## src/design/rgtg_pkg.sv

```systemverilog
// ----------------------------------------------------------------------------
// rgtg_pkg
// Shared types and constants of the ASCII RGB to gray text converter.
// ----------------------------------------------------------------------------
package rgtg_pkg;

	localparam int SAMPLE_BITS    = 16;
	localparam int DIM_BITS       = 16;
	localparam int CFG_DATA_BITS  = 16;
	localparam int CFG_INDEX_BITS = 1;
	localparam int DIGIT_COUNT    = 5;
	localparam int COUNT_BITS     = 3;
	localparam int WEIGHT_BITS    = 10;
	localparam int SUM_BITS       = SAMPLE_BITS + WEIGHT_BITS;

	// register indexes of the configuration port
	localparam logic [CFG_INDEX_BITS-1:0] REG_IMAGE_WIDTH  = 1'd0;
	localparam logic [CFG_INDEX_BITS-1:0] REG_IMAGE_HEIGHT = 1'd1;

	localparam logic [7:0] ASCII_ZERO    = 8'd48;
	localparam logic [7:0] ASCII_NINE    = 8'd57;
	localparam logic [7:0] ASCII_SPACE   = 8'd32;
	localparam logic [7:0] ASCII_NEWLINE = 8'd10;

	// bt.601 luma weights, scaled by 1000
	localparam logic [WEIGHT_BITS-1:0] W_RED   = 10'd299;
	localparam logic [WEIGHT_BITS-1:0] W_GREEN = 10'd587;
	localparam logic [WEIGHT_BITS-1:0] W_BLUE  = 10'd114;

	// sum / 1000 as multiply by ceil(2^36 / 1000), exact for sums below 2^26
	localparam int               SUM_RECIP_BITS  = 27;
	localparam int               SUM_RECIP_SHIFT = 36;
	localparam logic [SUM_RECIP_BITS-1:0] RECIP_SUM_1000 = 27'd68719477;

	// 16-bit value / 10^k as multiply by a rounded-up reciprocal
	localparam int RECIP_BITS = 17;
	localparam logic [RECIP_BITS-1:0] RECIP_10    = 17'd52429;
	localparam logic [RECIP_BITS-1:0] RECIP_100   = 17'd83887;
	localparam logic [RECIP_BITS-1:0] RECIP_1000  = 17'd67109;
	localparam logic [RECIP_BITS-1:0] RECIP_10000 = 17'd107375;
	localparam int SHIFT_10    = 19;
	localparam int SHIFT_100   = 23;
	localparam int SHIFT_1000  = 26;
	localparam int SHIFT_10000 = 30;

	typedef logic [SAMPLE_BITS-1:0] sample_t;
	typedef logic [DIM_BITS-1:0]    dim_t;
	typedef logic [3:0]             digit_t;

	typedef enum logic [1:0] {
		COMP_RED,
		COMP_GREEN,
		COMP_BLUE
	} comp_t;

	typedef struct packed {
		dim_t width;
		dim_t height;
	} dims_t;

	typedef struct packed {
		sample_t red;
		sample_t green;
		sample_t blue;
		logic    newline;
	} pixel_t;

	typedef struct packed {
		sample_t value;
		logic    newline;
	} gray_t;

	typedef struct packed {
		digit_t [DIGIT_COUNT-1:0] digits;
		logic [COUNT_BITS-1:0]    count;
		logic                     newline;
	} text_t;

endpackage

```

## src/design/rgtg_in_if.sv

```systemverilog
// ----------------------------------------------------------------------------
// rgtg_in_if
// Byte channel carrying the RGB pixel text into the converter.
// ----------------------------------------------------------------------------
interface rgtg_in_if;
	logic       valid;
	logic       ready;
	logic [7:0] byte_value;
	logic       stream_end;

	modport source (output valid, output byte_value, output stream_end, input ready);
	modport sink   (input valid, input byte_value, input stream_end, output ready);
endinterface

```

## src/design/rgtg_out_if.sv

```systemverilog
// ----------------------------------------------------------------------------
// rgtg_out_if
// Byte channel carrying the gray text out of the converter.
// ----------------------------------------------------------------------------
interface rgtg_out_if;
	logic       valid;
	logic       ready;
	logic [7:0] out_byte;
	logic       last_of_run;

	modport source (output valid, output out_byte, output last_of_run, input ready);
	modport sink   (input valid, input out_byte, input last_of_run, output ready);
endinterface

```

## src/design/rgtg_parser.sv

```systemverilog
// ----------------------------------------------------------------------------
// rgtg_parser
// Gathers decimal numbers into red, green and blue, tracks rows and columns
// and hands one pixel item per finished blue value to the luma stage.
// ----------------------------------------------------------------------------
module rgtg_parser (
	input  logic             clk,
	input  logic             arst_n,
	rgtg_in_if.sink          rgb_in,
	input  rgtg_pkg::dims_t  dims,
	output logic             pix_valid,
	input  logic             pix_ready,
	output rgtg_pkg::pixel_t pix
);
	import rgtg_pkg::*;

	sample_t acc_q;
	logic    pending_q;
	comp_t   comp_q;
	sample_t red_q;
	sample_t green_q;
	dim_t    col_q;
	dim_t    row_q;
	logic    done_q;

	logic    pix_valid_s1;
	pixel_t  pix_s1;

	logic                   accept;
	logic                   is_digit;
	logic                   delim;
	logic                   finish;
	logic                   emit;
	logic [3:0]             digit_byte;
	logic [SAMPLE_BITS+3:0] acc_wide;
	sample_t                acc_next;
	dim_t                   col_inc;
	dim_t                   row_inc;
	logic                   eol;
	logic                   last_row;

	assign rgb_in.ready = !pix_valid_s1 || pix_ready;
	assign accept       = rgb_in.valid && rgb_in.ready;

	assign is_digit   = (rgb_in.byte_value >= ASCII_ZERO) && (rgb_in.byte_value <= ASCII_NINE);
	assign delim      = rgb_in.stream_end || !is_digit;
	assign finish     = !done_q && delim && pending_q;
	assign emit       = finish && (comp_q != COMP_RED) && (comp_q != COMP_GREEN);
	// low nibble of an ascii digit is its value
	assign digit_byte = rgb_in.byte_value[3:0];

	// acc * 10 + digit, saturating
	assign acc_wide = ({4'b0, acc_q} << 3) + ({4'b0, acc_q} << 1)
		+ {{SAMPLE_BITS{1'b0}}, digit_byte};
	assign acc_next = (acc_wide[SAMPLE_BITS+3:SAMPLE_BITS] != 4'b0)
		? {SAMPLE_BITS{1'b1}} : acc_wide[SAMPLE_BITS-1:0];

	assign col_inc  = col_q + dim_t'(1);
	assign row_inc  = row_q + dim_t'(1);
	assign eol      = (col_inc == dims.width);
	assign last_row = (row_inc == dims.height);

	always_ff @(posedge clk or negedge arst_n) begin
		if (!arst_n) begin
			acc_q     <= '0;
			pending_q <= 1'b0;
			comp_q    <= COMP_RED;
			red_q     <= '0;
			green_q   <= '0;
			col_q     <= '0;
			row_q     <= '0;
			done_q    <= 1'b0;
		end else if (accept && !done_q) begin
			if (!delim) begin
				acc_q     <= acc_next;
				pending_q <= 1'b1;
			end else if (pending_q) begin
				acc_q     <= '0;
				pending_q <= 1'b0;
				case (comp_q)
					COMP_RED: begin
						red_q  <= acc_q;
						comp_q <= COMP_GREEN;
					end
					COMP_GREEN: begin
						green_q <= acc_q;
						comp_q  <= COMP_BLUE;
					end
					default: begin
						comp_q <= COMP_RED;
						col_q  <= eol ? '0 : col_inc;
						if (eol) begin
							row_q <= row_inc;
							if (last_row) begin
								done_q <= 1'b1;
							end
						end
					end
				endcase
			end
		end
	end

	always_ff @(posedge clk or negedge arst_n) begin
		if (!arst_n) begin
			pix_valid_s1 <= 1'b0;
		end else if (rgb_in.ready) begin
			pix_valid_s1 <= accept && emit;
		end
	end

	always_ff @(posedge clk) begin
		if (accept && emit) begin
			pix_s1.red     <= red_q;
			pix_s1.green   <= green_q;
			pix_s1.blue    <= acc_q;
			pix_s1.newline <= eol;
		end
	end

	assign pix_valid = pix_valid_s1;
	assign pix       = pix_s1;

	a_idle_acc_clear: assert property (@(posedge clk) disable iff (!arst_n)
		!pending_q |-> acc_q == '0)
		else $error("accumulator holds a value with no digit pending");

	a_pixel_restarts: assert property (@(posedge clk) disable iff (!arst_n)
		accept && emit |=> comp_q == COMP_RED && !pending_q && pix_valid_s1)
		else $error("pixel hand-off did not restart the component sequence");

	a_done_sticky: assert property (@(posedge clk) disable iff (!arst_n)
		done_q |=> done_q && $stable(row_q) && $stable(col_q))
		else $error("counters moved after the image was finished");

endmodule

```

## src/design/rgtg_luma.sv

```systemverilog
// ----------------------------------------------------------------------------
// rgtg_luma
// Weighted sum of red, green and blue, then division by 1000 through a
// reciprocal multiply, one register stage each.
// ----------------------------------------------------------------------------
module rgtg_luma (
	input  logic             clk,
	input  logic             arst_n,
	input  logic             pix_valid,
	output logic             pix_ready,
	input  rgtg_pkg::pixel_t pix,
	output logic             gray_valid,
	input  logic             gray_ready,
	output rgtg_pkg::gray_t  gray
);
	import rgtg_pkg::*;

	localparam int PROD_BITS = SUM_BITS + SUM_RECIP_BITS;

	logic                  valid_s2;
	logic [SUM_BITS-1:0]   sum_s2;
	logic                  newline_s2;
	logic                  valid_s3;
	gray_t                 gray_s3;

	logic                  load_s2;
	logic                  load_s3;
	logic [SUM_BITS-1:0]   sum;
	logic [PROD_BITS-1:0]  quot_prod;

	assign load_s3   = !valid_s3 || gray_ready;
	assign load_s2   = !valid_s2 || load_s3;
	assign pix_ready = load_s2;

	assign sum = SUM_BITS'(pix.red) * SUM_BITS'(W_RED)
		+ SUM_BITS'(pix.green) * SUM_BITS'(W_GREEN)
		+ SUM_BITS'(pix.blue) * SUM_BITS'(W_BLUE);

	assign quot_prod = {{SUM_RECIP_BITS{1'b0}}, sum_s2}
		* {{SUM_BITS{1'b0}}, RECIP_SUM_1000};

	always_ff @(posedge clk or negedge arst_n) begin
		if (!arst_n) begin
			valid_s2 <= 1'b0;
			valid_s3 <= 1'b0;
		end else begin
			if (load_s2) begin
				valid_s2 <= pix_valid;
			end
			if (load_s3) begin
				valid_s3 <= valid_s2;
			end
		end
	end

	always_ff @(posedge clk) begin
		if (load_s2 && pix_valid) begin
			sum_s2     <= sum;
			newline_s2 <= pix.newline;
		end
		if (load_s3 && valid_s2) begin
			gray_s3.value   <= quot_prod[SUM_RECIP_SHIFT +: SAMPLE_BITS];
			gray_s3.newline <= newline_s2;
		end
	end

	assign gray_valid = valid_s3;
	assign gray       = gray_s3;

endmodule

```

## src/design/rgtg_digits.sv

```systemverilog
// ----------------------------------------------------------------------------
// rgtg_digits
// Splits the gray value into decimal digits: quotients by 10, 100, 1000 and
// 10000 in one stage, digits and digit count in the next.
// ----------------------------------------------------------------------------
module rgtg_digits (
	input  logic            clk,
	input  logic            arst_n,
	input  logic            gray_valid,
	output logic            gray_ready,
	input  rgtg_pkg::gray_t gray,
	output logic            text_valid,
	input  logic            text_ready,
	output rgtg_pkg::text_t text
);
	import rgtg_pkg::*;

	localparam int PROD_BITS = SAMPLE_BITS + RECIP_BITS;

	logic                            valid_s4;
	sample_t [DIGIT_COUNT-1:0]       quot_s4;
	logic                            newline_s4;
	logic                            valid_s5;
	text_t                           text_s5;

	logic                            load_s4;
	logic                            load_s5;
	logic [PROD_BITS-1:0]            prod_10;
	logic [PROD_BITS-1:0]            prod_100;
	logic [PROD_BITS-1:0]            prod_1000;
	logic [PROD_BITS-1:0]            prod_10000;
	digit_t [DIGIT_COUNT-1:0]        digits;
	logic [COUNT_BITS-1:0]           count;
	sample_t [DIGIT_COUNT-1:0]       tens;

	assign load_s5    = !valid_s5 || text_ready;
	assign load_s4    = !valid_s4 || load_s5;
	assign gray_ready = load_s4;

	assign prod_10    = {{RECIP_BITS{1'b0}}, gray.value} * {{SAMPLE_BITS{1'b0}}, RECIP_10};
	assign prod_100   = {{RECIP_BITS{1'b0}}, gray.value} * {{SAMPLE_BITS{1'b0}}, RECIP_100};
	assign prod_1000  = {{RECIP_BITS{1'b0}}, gray.value} * {{SAMPLE_BITS{1'b0}}, RECIP_1000};
	assign prod_10000 = {{RECIP_BITS{1'b0}}, gray.value} * {{SAMPLE_BITS{1'b0}}, RECIP_10000};

	// digit k = q[k] - 10 * q[k+1], top digit is the top quotient itself
	always_comb begin
		count = COUNT_BITS'(1);
		tens[DIGIT_COUNT-1] = '0;
		for (int k = 0; k < DIGIT_COUNT - 1; k++) begin
			tens[k] = (quot_s4[k+1] << 3) + (quot_s4[k+1] << 1);
		end
		for (int k = 0; k < DIGIT_COUNT; k++) begin
			digits[k] = digit_t'(quot_s4[k] - tens[k]);
			if (quot_s4[k] != '0) begin
				count = COUNT_BITS'(k + 1);
			end
		end
	end

	always_ff @(posedge clk or negedge arst_n) begin
		if (!arst_n) begin
			valid_s4 <= 1'b0;
			valid_s5 <= 1'b0;
		end else begin
			if (load_s4) begin
				valid_s4 <= gray_valid;
			end
			if (load_s5) begin
				valid_s5 <= valid_s4;
			end
		end
	end

	always_ff @(posedge clk) begin
		if (load_s4 && gray_valid) begin
			quot_s4[0] <= gray.value;
			quot_s4[1] <= SAMPLE_BITS'(prod_10 >> SHIFT_10);
			quot_s4[2] <= SAMPLE_BITS'(prod_100 >> SHIFT_100);
			quot_s4[3] <= SAMPLE_BITS'(prod_1000 >> SHIFT_1000);
			quot_s4[4] <= SAMPLE_BITS'(prod_10000 >> SHIFT_10000);
			newline_s4 <= gray.newline;
		end
		if (load_s5 && valid_s4) begin
			text_s5.digits  <= digits;
			text_s5.count   <= count;
			text_s5.newline <= newline_s4;
		end
	end

	assign text_valid = valid_s5;
	assign text       = text_s5;

endmodule

```

## src/design/rgtg_emitter.sv

```systemverilog
// ----------------------------------------------------------------------------
// rgtg_emitter
// Output register: sends the digits of one gray value, most significant
// first, then a space and, at the end of a row, a newline.
// ----------------------------------------------------------------------------
module rgtg_emitter (
	input  logic            clk,
	input  logic            arst_n,
	input  logic            text_valid,
	output logic            text_ready,
	input  rgtg_pkg::text_t text,
	rgtg_out_if.source      gray_out
);
	import rgtg_pkg::*;

	logic                  busy_q;
	text_t                 text_q;
	logic [COUNT_BITS-1:0] pos_q;

	logic                  load;
	logic                  last;
	logic [COUNT_BITS-1:0] last_pos;
	logic [COUNT_BITS-1:0] digit_idx;
	logic [COUNT_BITS-1:0] msd_idx;
	digit_t                digit;

	assign last_pos  = text_q.count + COUNT_BITS'(text_q.newline);
	assign last      = (pos_q == last_pos);
	assign msd_idx   = text_q.count - COUNT_BITS'(1);
	assign digit_idx = msd_idx - pos_q;
	assign digit     = text_q.digits[digit_idx];

	assign load       = !busy_q || (gray_out.ready && last);
	assign text_ready = load;

	always_comb begin
		if (pos_q < text_q.count) begin
			gray_out.out_byte = ASCII_ZERO + {4'b0, digit};
		end else if (pos_q == text_q.count) begin
			gray_out.out_byte = ASCII_SPACE;
		end else begin
			gray_out.out_byte = ASCII_NEWLINE;
		end
	end

	assign gray_out.valid       = busy_q;
	assign gray_out.last_of_run = last;

	always_ff @(posedge clk or negedge arst_n) begin
		if (!arst_n) begin
			busy_q <= 1'b0;
			pos_q  <= '0;
		end else if (load) begin
			busy_q <= text_valid;
			pos_q  <= '0;
		end else if (gray_out.ready) begin
			pos_q <= pos_q + COUNT_BITS'(1);
		end
	end

	always_ff @(posedge clk) begin
		if (load && text_valid) begin
			text_q <= text;
		end
	end

	a_pos_in_range: assert property (@(posedge clk) disable iff (!arst_n)
		busy_q |-> pos_q <= last_pos)
		else $error("byte position ran past the end of the item");

	a_count_range: assert property (@(posedge clk) disable iff (!arst_n)
		busy_q |-> text_q.count >= COUNT_BITS'(1) && text_q.count <= COUNT_BITS'(DIGIT_COUNT))
		else $error("digit count out of range");

	a_no_leading_zero: assert property (@(posedge clk) disable iff (!arst_n)
		busy_q && text_q.count > COUNT_BITS'(1) |-> text_q.digits[msd_idx] != '0)
		else $error("leading zero digit in gray value");

endmodule

```

## src/design/ascii_rgb_to_gray_text_converter.sv

```systemverilog
// ----------------------------------------------------------------------------
// ascii_rgb_to_gray_text_converter
// Converts the ASCII pixel body of an RGB image into ASCII gray values.
// ----------------------------------------------------------------------------
// usage:
//   rgb_in takes one text byte per item; stream_end marks the end of input
//   and flushes a pending number. gray_out delivers one ASCII byte per item
//   (digits, space, newline), last_of_run marks the final byte of the run
//   caused by one input item.
//   cfg_we / cfg_index / cfg_data write image_width (index 0) and
//   image_height (index 1); write them only while the block is idle.
//   throughput: one input byte per cycle while the output keeps up; the
//   output register sends one byte per cycle while gray_out.ready is high,
//   up to 7 per pixel; the input stalls only once five pixels wait behind
//   the one being sent. path: a pixel whose blue value a delimiter finished
//   goes through the parser, sum, divide, quotient and digit stages, then
//   the output register, which sends its first byte.
//   reset: width and height return to 1, parser state and counters clear
//   and all stages empty. a stalled gray_out holds its byte and back-pressure
//   fills the five stages before rgb_in.ready drops.
// ----------------------------------------------------------------------------
module ascii_rgb_to_gray_text_converter (
	input  logic                                 clk,
	input  logic                                 arst_n,
	input  logic                                 cfg_we,
	input  logic [rgtg_pkg::CFG_INDEX_BITS-1:0] cfg_index,
	input  logic [rgtg_pkg::CFG_DATA_BITS-1:0]  cfg_data,
	rgtg_in_if.sink                              rgb_in,
	rgtg_out_if.source                           gray_out
);
	import rgtg_pkg::*;

	dims_t  dims_q;

	logic   pix_valid;
	logic   pix_ready;
	pixel_t pix;
	logic   gray_valid;
	logic   gray_ready;
	gray_t  gray;
	logic   text_valid;
	logic   text_ready;
	text_t  text;

	always_ff @(posedge clk or negedge arst_n) begin
		if (!arst_n) begin
			dims_q.width  <= dim_t'(1);
			dims_q.height <= dim_t'(1);
		end else if (cfg_we) begin
			case (cfg_index)
				REG_IMAGE_WIDTH:  dims_q.width  <= dim_t'(cfg_data);
				REG_IMAGE_HEIGHT: dims_q.height <= dim_t'(cfg_data);
				default: ;
			endcase
		end
	end

	rgtg_parser u_parser (
		.clk       (clk),
		.arst_n    (arst_n),
		.rgb_in    (rgb_in),
		.dims      (dims_q),
		.pix_valid (pix_valid),
		.pix_ready (pix_ready),
		.pix       (pix)
	);

	rgtg_luma u_luma (
		.clk        (clk),
		.arst_n     (arst_n),
		.pix_valid  (pix_valid),
		.pix_ready  (pix_ready),
		.pix        (pix),
		.gray_valid (gray_valid),
		.gray_ready (gray_ready),
		.gray       (gray)
	);

	rgtg_digits u_digits (
		.clk        (clk),
		.arst_n     (arst_n),
		.gray_valid (gray_valid),
		.gray_ready (gray_ready),
		.gray       (gray),
		.text_valid (text_valid),
		.text_ready (text_ready),
		.text       (text)
	);

	rgtg_emitter u_emitter (
		.clk        (clk),
		.arst_n     (arst_n),
		.text_valid (text_valid),
		.text_ready (text_ready),
		.text       (text),
		.gray_out   (gray_out)
	);

endmodule
```

## src/flat_wrapper.sv

```systemverilog
// flat-port wrapper written by rule: the top's interface ports become plain ports
module ascii_rgb_to_gray_text_converter_flat import rgtg_pkg::*;
  (clk, arst_n, cfg_we, cfg_index, cfg_data, rgb_in_valid, rgb_in_byte_value, rgb_in_stream_end, rgb_in_ready, gray_out_valid, gray_out_out_byte, gray_out_last_of_run, gray_out_ready);
  rgtg_in_if rgb_in_i ();
  rgtg_out_if gray_out_i ();
  input  logic clk;
  input  logic arst_n;
  input  logic cfg_we;
  input  logic [rgtg_pkg::CFG_INDEX_BITS-1:0] cfg_index;
  input  logic [rgtg_pkg::CFG_DATA_BITS-1:0] cfg_data;
  input wire logic [$bits(rgb_in_i.valid)-1:0] rgb_in_valid;
  input wire logic [$bits(rgb_in_i.byte_value)-1:0] rgb_in_byte_value;
  input wire logic [$bits(rgb_in_i.stream_end)-1:0] rgb_in_stream_end;
  output wire logic [$bits(rgb_in_i.ready)-1:0] rgb_in_ready;
  output wire logic [$bits(gray_out_i.valid)-1:0] gray_out_valid;
  output wire logic [$bits(gray_out_i.out_byte)-1:0] gray_out_out_byte;
  output wire logic [$bits(gray_out_i.last_of_run)-1:0] gray_out_last_of_run;
  input wire logic [$bits(gray_out_i.ready)-1:0] gray_out_ready;
  assign rgb_in_i.valid = rgb_in_valid;
  assign rgb_in_i.byte_value = rgb_in_byte_value;
  assign rgb_in_i.stream_end = rgb_in_stream_end;
  assign rgb_in_ready = rgb_in_i.ready;
  assign gray_out_valid = gray_out_i.valid;
  assign gray_out_out_byte = gray_out_i.out_byte;
  assign gray_out_last_of_run = gray_out_i.last_of_run;
  assign gray_out_i.ready = gray_out_ready;
  ascii_rgb_to_gray_text_converter u_core (.clk(clk), .arst_n(arst_n), .cfg_we(cfg_we), .cfg_index(cfg_index), .cfg_data(cfg_data), .rgb_in(rgb_in_i), .gray_out(gray_out_i));
endmodule
```

## config.mk

```make
export PLATFORM = sky130hd
export DESIGN_NAME = ascii_rgb_to_gray_text_converter_flat
export DESIGN_NICKNAME = d
export VERILOG_FILES = /design/src/design/rgtg_pkg.sv /design/src/design/rgtg_in_if.sv /design/src/design/rgtg_out_if.sv /design/src/design/rgtg_parser.sv /design/src/design/rgtg_luma.sv /design/src/design/rgtg_digits.sv /design/src/design/rgtg_emitter.sv /design/src/design/ascii_rgb_to_gray_text_converter.sv /design/src/flat_wrapper.sv
export SDC_FILE = /design/constraint.sdc
export NUM_CORES = 2
export LEC_CHECK = 0
export ABC_AREA = 1
export BUFFER_PORTS_ARGS = -buffer_cell sky130_fd_sc_hd__buf_2
export CORE_MARGIN = 2
export CORE_UTILIZATION = 40
export CTS_BUF_LIST = sky130_fd_sc_hd__clkbuf_16
export CTS_CLUSTER_SIZE = 24
export DETAILED_ROUTE_END_ITERATION = 10
export SLEW_MARGIN = 20
export SYNTH_ARGS = -nofsm -noshare
export SYNTH_HDL_FRONTEND = slang
export SYNTH_SLANG_ARGS = --single-unit
```

## constraint.sdc

```tcl
create_clock -name clk -period 13.4 [get_ports clk]
set_input_delay 0.67 -clock clk [delete_from_list [all_inputs] [get_ports clk]]
set_output_delay 0.67 -clock clk [all_outputs]
set_load 0.1 [all_outputs]
```

After elaboration in Yosys (flattened, before gate mapping)
Cells that the tools add are included.
Word-level totals
  latch bits: 0
  logic and storage cells: 149
  memory bits (writable): 0
  ROM bits: 0
  register bits: 302
  input port bits: 31
  memories kept: 0
Operators by class
  magnitude comparators: 4
  multipliers: 8
  bitwise operators: 2
  add/sub/neg operators: 19
  shifts and indexed selects: 0
  multiplexer cells: 15
  reductions and logical operators: 48
  equal/unequal tests: 7
  div/mod/pow operators: 0
Operators with widths (count)
  $mul A16 B17 Y33 const B: 3
  $mux W16: 4
  $reduce_bool A16 Y1: 4
  $mul A26 B27 Y52 const B: 1
  $add A16 B1 Y16 const B: 2
  $eq A16 B16 Y1: 2
  $mul A16 B16 Y32 const B: 1
  $add A25 B26 Y26: 1
  $add A26 B23 Y26: 1
  $mul A16 B10 Y26 const B: 1
  $mul A16 B9 Y25 const B: 1
  $mul A16 B6 Y22 const B: 1
  $add A19 B17 Y20: 1
  $add A20 B4 Y20: 1
  $add A4 B4 Y4: 4
  $sub A4 B4 Y4: 4
  $logic_and A1 B1 Y1: 14
  $bmux W4 S3: 1
  $reduce_and A4 Y1: 3
  $ge A8 B6 Y1 const B: 1
  $le A8 B6 Y1 const B: 1
  $logic_not A1 Y1: 8
  $mux W8: 1
  $add A6 B4 Y7 const A: 1
  other kinds (26): 41

Logic depth before layout (Yosys ltp)
  depth in word-level cells: 12
  depth in mapped cells: 29
  gate-level depth less buffers: 29

By module
A second synthesis with hierarchy kept.
Unflattened totals
  cell total of the unflattened synthesis: 6079
  area, all modules: 52121.2 um2
By module, submodules not included
  rgtg_luma: cells an instance 2445, area an instance 21239.1 um2, instances 1
  rgtg_digits: cells an instance 2406, area an instance 20508.4 um2, instances 1
  rgtg_parser: cells an instance 945, area an instance 7648.6 um2, instances 1
  rgtg_emitter: cells an instance 143, area an instance 1402.6 um2, instances 1
  ascii_rgb_to_gray_text_converter: cells an instance 140, area an instance 1322.5 um2, instances 1

Worst setup path before layout
No wires, ideal clock.
  kind: flip-flop to flip-flop
  start: register u_core.u_luma.sum_s2[15]
  end: register u_core.u_luma.gray_s3 (netlist bit u_core.u_luma.gray[10]) (data pin)
  buffers on the path: 0
  cell stages (with the launch flop): 26
  arrival: 5555 ps
  setup slack: 7589 ps
  required time: 13144 ps
  period minus slack after synthesis: 5811 ps
  cell sequence: edfxtp_1 -> inv_1 -> ha_1 -> fa_1 -> inv_1 -> fa_1 -> inv_1 -> fa_1 -> inv_1 -> fa_1 -> fa_1 -> inv_1 -> fa_1 -> inv_1 -> ha_1 -> nand2_1 -> nor2_1 -> inv_1 -> nor4_1 -> nand4_1 -> nand3_1 -> nand2_1 -> inv_1 -> nor2_1 -> nand2_1 -> nand2_1
On the way
  word-level cells in the longest chain between the ends: 1
Ends and longest elaborated chain
  start, declared: RTL line rgtg_luma.sv:21  | logic [SUM_BITS-1:0] sum_s2;
  start signal, assigned: RTL line rgtg_luma.sv:58  | sum_s2 <= sum;
  $mul A26 B27 Y52: RTL line rgtg_luma.sv:40  | * {{SUM_BITS{1'b0}}, RECIP_SUM_1000};
  via u_core.u_luma.quot_prod[45]: RTL line rgtg_luma.sv:29  | logic [PROD_BITS-1:0] quot_prod;
  end, declared: RTL line rgtg_luma.sv:24  | gray_t gray_s3;
The timed path passes the listed nets, and every way through them passes these cells.
A chain may end at the register's enable or synchronous reset.

Worst setup path in the final report
  start: register u_core.u_parser.pix_s1 (netlist bit u_core.u_parser.pix[1])
  end: register u_core.u_luma.sum_s2[23] (data pin)
On the way
  word-level cells in the longest chain between the ends: 2
Ends and longest elaborated chain
  start, declared: RTL line rgtg_parser.sv:27  | pixel_t pix_s1;
  $mul A16 B6 Y22: RTL line rgtg_luma.sv:37  | + SUM_BITS'(pix.blue) * SUM_BITS'(W_BLUE);
  $add A26 B23 Y26: RTL line rgtg_luma.sv:37
  via u_core.u_luma.sum[23]: RTL line rgtg_luma.sv:28  | logic [SUM_BITS-1:0] sum;
The timed path passes the listed nets, and every way through them passes these cells.

==> impl_metrics.tcl <==
set metrics [dict create \
    wirelength_um 127000 \
    drt_iter0_markers 2035 \
    p_int_uw 1640 \
    num_vias 35626 \
    worstPathRequired_ns 13.74 \
    clkTransAtPathRegs_ns 0.07 \
    synth_edf_count 177 \
    chipHeight_um 357 \
    power_uw 2290 \
    fin_skew_ns 0.0510 \
    vias_per_cell 4.92 \
    fillCellCount 12268 \
    place_congestion 0.948 \
    setup-violations-final 0 \
    crit_top_cell "fa_1" \
    ios 42 \
    grt_max_degree 84 \
    die_x_um 357 \
    fin_hold_ws_ns 0.0462 \
    power.switching_uw 651 \
    area_growth_pct 7.36 \
    max_stage_delay_ns 0.59 \
    reg2reg_slack_ns 6.96 \
    layout-drive-gt1-share 0.0298 \
    die-area_sq_um 127000 \
    relSlewSlack 0.293 \
    seq_power_share 0.441 \
    leakagePower_uw 0.0293 \
    nets 7242 \
    grt-ovfl-total 0 \
    ys_warn_count 0 \
    grt_setup_unrepaired "false" \
    ys_seq_area_frac 0.170 \
    htree_levels 2 \
    ant_nets 0 \
    first_pass_iters 5 \
    hold_viol_final 0 \
    clock-sinks 302 \
    hpwl_um 108000 \
    synth_cell_type_count 57 \
    drc 0 \
    path_class "reg -> reg" \
    finalMaxSlewViolations 0 \
    ys_ff_latch 302 \
    vdd_drop_max_uv 96.6 \
    first_global_vias 38181 \
    path_buf_inv 1 \
    crit_path_start "u_core.u_parser.pix[1]$_DFFE_PP_" \
    dpl.cell_count 7163 \
    portBuffers 39 \
    coreArea_sq_um 124000 \
    crit_path_cell_trace "fa_1, fa_1, ha_1, ha_1, inv_1, fa_1, nor3_1, nor2_1, o21ai_0, a21boi_0, o21ai_0, xor2_1, fa_1, ha_1, nand2_1, nor4_1, nand4_1, nand3_1, a31oi_1, xor2_1" \
    rows 129 \
    initial_core_util 0.403 \
    cts_setup_buffers 0 \
    synth_ff_type "edfxtp_1" \
    critPathLaunchType "register" \
    tightest_slew_ns 1.06 \
    cts_tree "built" \
    netSwitchingFraction 0.284 \
    ctsRootBufferMaster "clkbuf_16" \
    tns_ns 0 \
    worstPathArrival_ns 6.78 \
    ys_top_cells_by_area "fa_1, ha_1, inv_1, edfxtp_1, dfrtp_1" \
    crit_family "adder cells" \
    p_per_area_nw_per_um2 42.9 \
    synth_area_sq_um 49800 \
    fmax_mhz 155 \
    post_cts_resized 0 \
    synth_top_area_frac 0.276 \
    crit_slowest_cell "fa_1" \
    final_cells 7238 \
    post_drt_wl_per_cell_um 17.5 \
    cts-buffers-inserted 40 \
    clk-insertion-delay-late_ns 0.63 \
    grt_pass1_wl_um 206000 \
    worst_setup_path_end_kind "register" \
    hold_path_class "in -> async" \
    antenna_found_initial 5 \
    syn_avg_cell_area_sq_um 9.08 \
    clockBufferDepth 3 \
    clkPwrFrac 0.477 \
    maxCapViolations 0 \
    finalCritPeriodShare 0.481 \
    grt_usage 0.206 \
    pwr-share-comb 0.082 \
    synthArstFlopShare 0.414 \
    status "finished, final reports clean" \
    cts_hold_buf 0 \
    synth_cells 5487 \
    synth_largest_area_cell "fa_1" \
    finalCriticalPeriod_ns 6.44 \
    worstPathMaxFanout 6 \
    worstReg2RegStart "u_core.u_parser.pix[1]$_DFFE_PP_" \
]
-- per-layer routing --
layer  routed length, um  track usage  up-vias
li1                    -            -    17409
met1               56000        0.270    17305
met2               60200        0.351      738
met3                6820       0.0351      174
met4                3630       0.0560        0
met5                   0            0        -
-- power by group through the flow --
| stage | clock network (uW) | registers [uW] | logic [uW] |
|---|---|---|---|
| after floorplan | 0 | 1030 | 137 |
| after global placement | 0 | 1030 | 186 |
| after detailed placement | 0 | 1030 | 188 |
| after CTS | 1120 | 1010 | 189 |
| after global routing | 1150 | 1010 | 208 |
| final | 1090 | 1010 | 188 |
-- cells by family after synthesis --
group | synth area share
DFF | 0.170
buffers and inverters | 0.113
other | 0.0000753
and+or+nand+nor | 0.114
AOI/OAI and AO/OA | 0.0644
adders and majority gates | 0.516
xor gates and xnor gates | 0.0234
-- layout make-up --
cell class              count  area, sq um  share of cell area
multi-input cells        3697        35800               0.669
flip-flops and latches    302         8450               0.158
inverters                1466         5500               0.103
well taps                1637         2050              0.0383
clock buffers              40         1000              0.0187
repair buffers             61          367             0.00685
clock inverters            34          335             0.00627
diodes                      1         2.50           0.0000468
-- metrics by stage --
step / setup slack (ns) / instance area (sq um) / util
finish: 6.96 / 53500 / 0.433
CTS: 6.95 / 53500 / 0.433
detailed placement: 6.94 / 52100 / 0.422
floorplan: 7.59 / 49800 / -
global placement: 7.09 / 52100 / 0.422
global route: 6.32 / 53500 / 0.433
-- flip-flops by register name, summed over array words and instances, names as in the netlist, 17 cells and up --
register	cells
u_core.u_parser.pix	49
u_core.u_digits.text	23
u_core.u_emitter.text_q	23
u_core.dims_q	32
u_core.u_digits.quot_s4	37
u_core.u_luma.sum_s2	26
u_core.u_luma.gray	17
-- worst paths after layout --
kind,end,cells past startpoint
setup / recovery,u_core.u_luma.sum_s2[23]$_DFFE_PP_,20
hold / removal,u_core.u_parser.row_q[6]$_DFFE_PN0P_,1
setup reg to reg,u_core.u_luma.sum_s2[23]$_DFFE_PP_,20
hold reg to reg,u_core.u_parser.pix[24]$_DFFE_PP_,0
max in group asynchronous,u_core.u_parser.acc_q[2]$_DFFE_PN0P_,2
min in group clk,u_core.dims_q[0]$_DFFE_PN1P_,3
-- cell usage after synthesis (34+ instances only) --
library cell / count
edfxtp_1: 177
xor2_1: 88
fa_1: 686
nand3_1: 166
dfrtp_1: 123
nor2_1: 279
a21o_1: 34
a21oi_1: 223
nand2_1: 744
nor3_1: 45
nand4_1: 45
o21ai_0: 200
inv_1: 1463
xnor2_1: 45
ha_1: 957
-- cells in the final DEF (no fill, tap or decap), types with 6 or more instances in the layout --
| cell type | count |
|---|---|
| a21boi_0 | 13 |
| a21o_1 | 34 |
| a21oi_1 | 222 |
| a31oi_1 | 26 |
| buf_2 | 38 |
| buf_4 | 22 |
| clkbuf_16 | 40 |
| clkinv_4 | 6 |
| dfrtp_1 | 123 |
| edfxtp_1 | 177 |
| fa_1 | 686 |
| ha_1 | 957 |
| inv_1 | 1468 |
| inv_6 | 6 |
| nand2_1 | 744 |
| nand2_2 | 8 |
| nand3_1 | 166 |
| nand3b_1 | 14 |
| nand4_1 | 45 |
| nor2_1 | 278 |
| nor2_4 | 6 |
| nor3_1 | 45 |
| nor4_1 | 22 |
| o21a_1 | 12 |
| o21ai_0 | 200 |
| o21ai_1 | 9 |
| o21bai_1 | 21 |
| xnor2_1 | 45 |
| xor2_1 | 88 |
No activity file was read; power rests on OpenSTA's default activity.
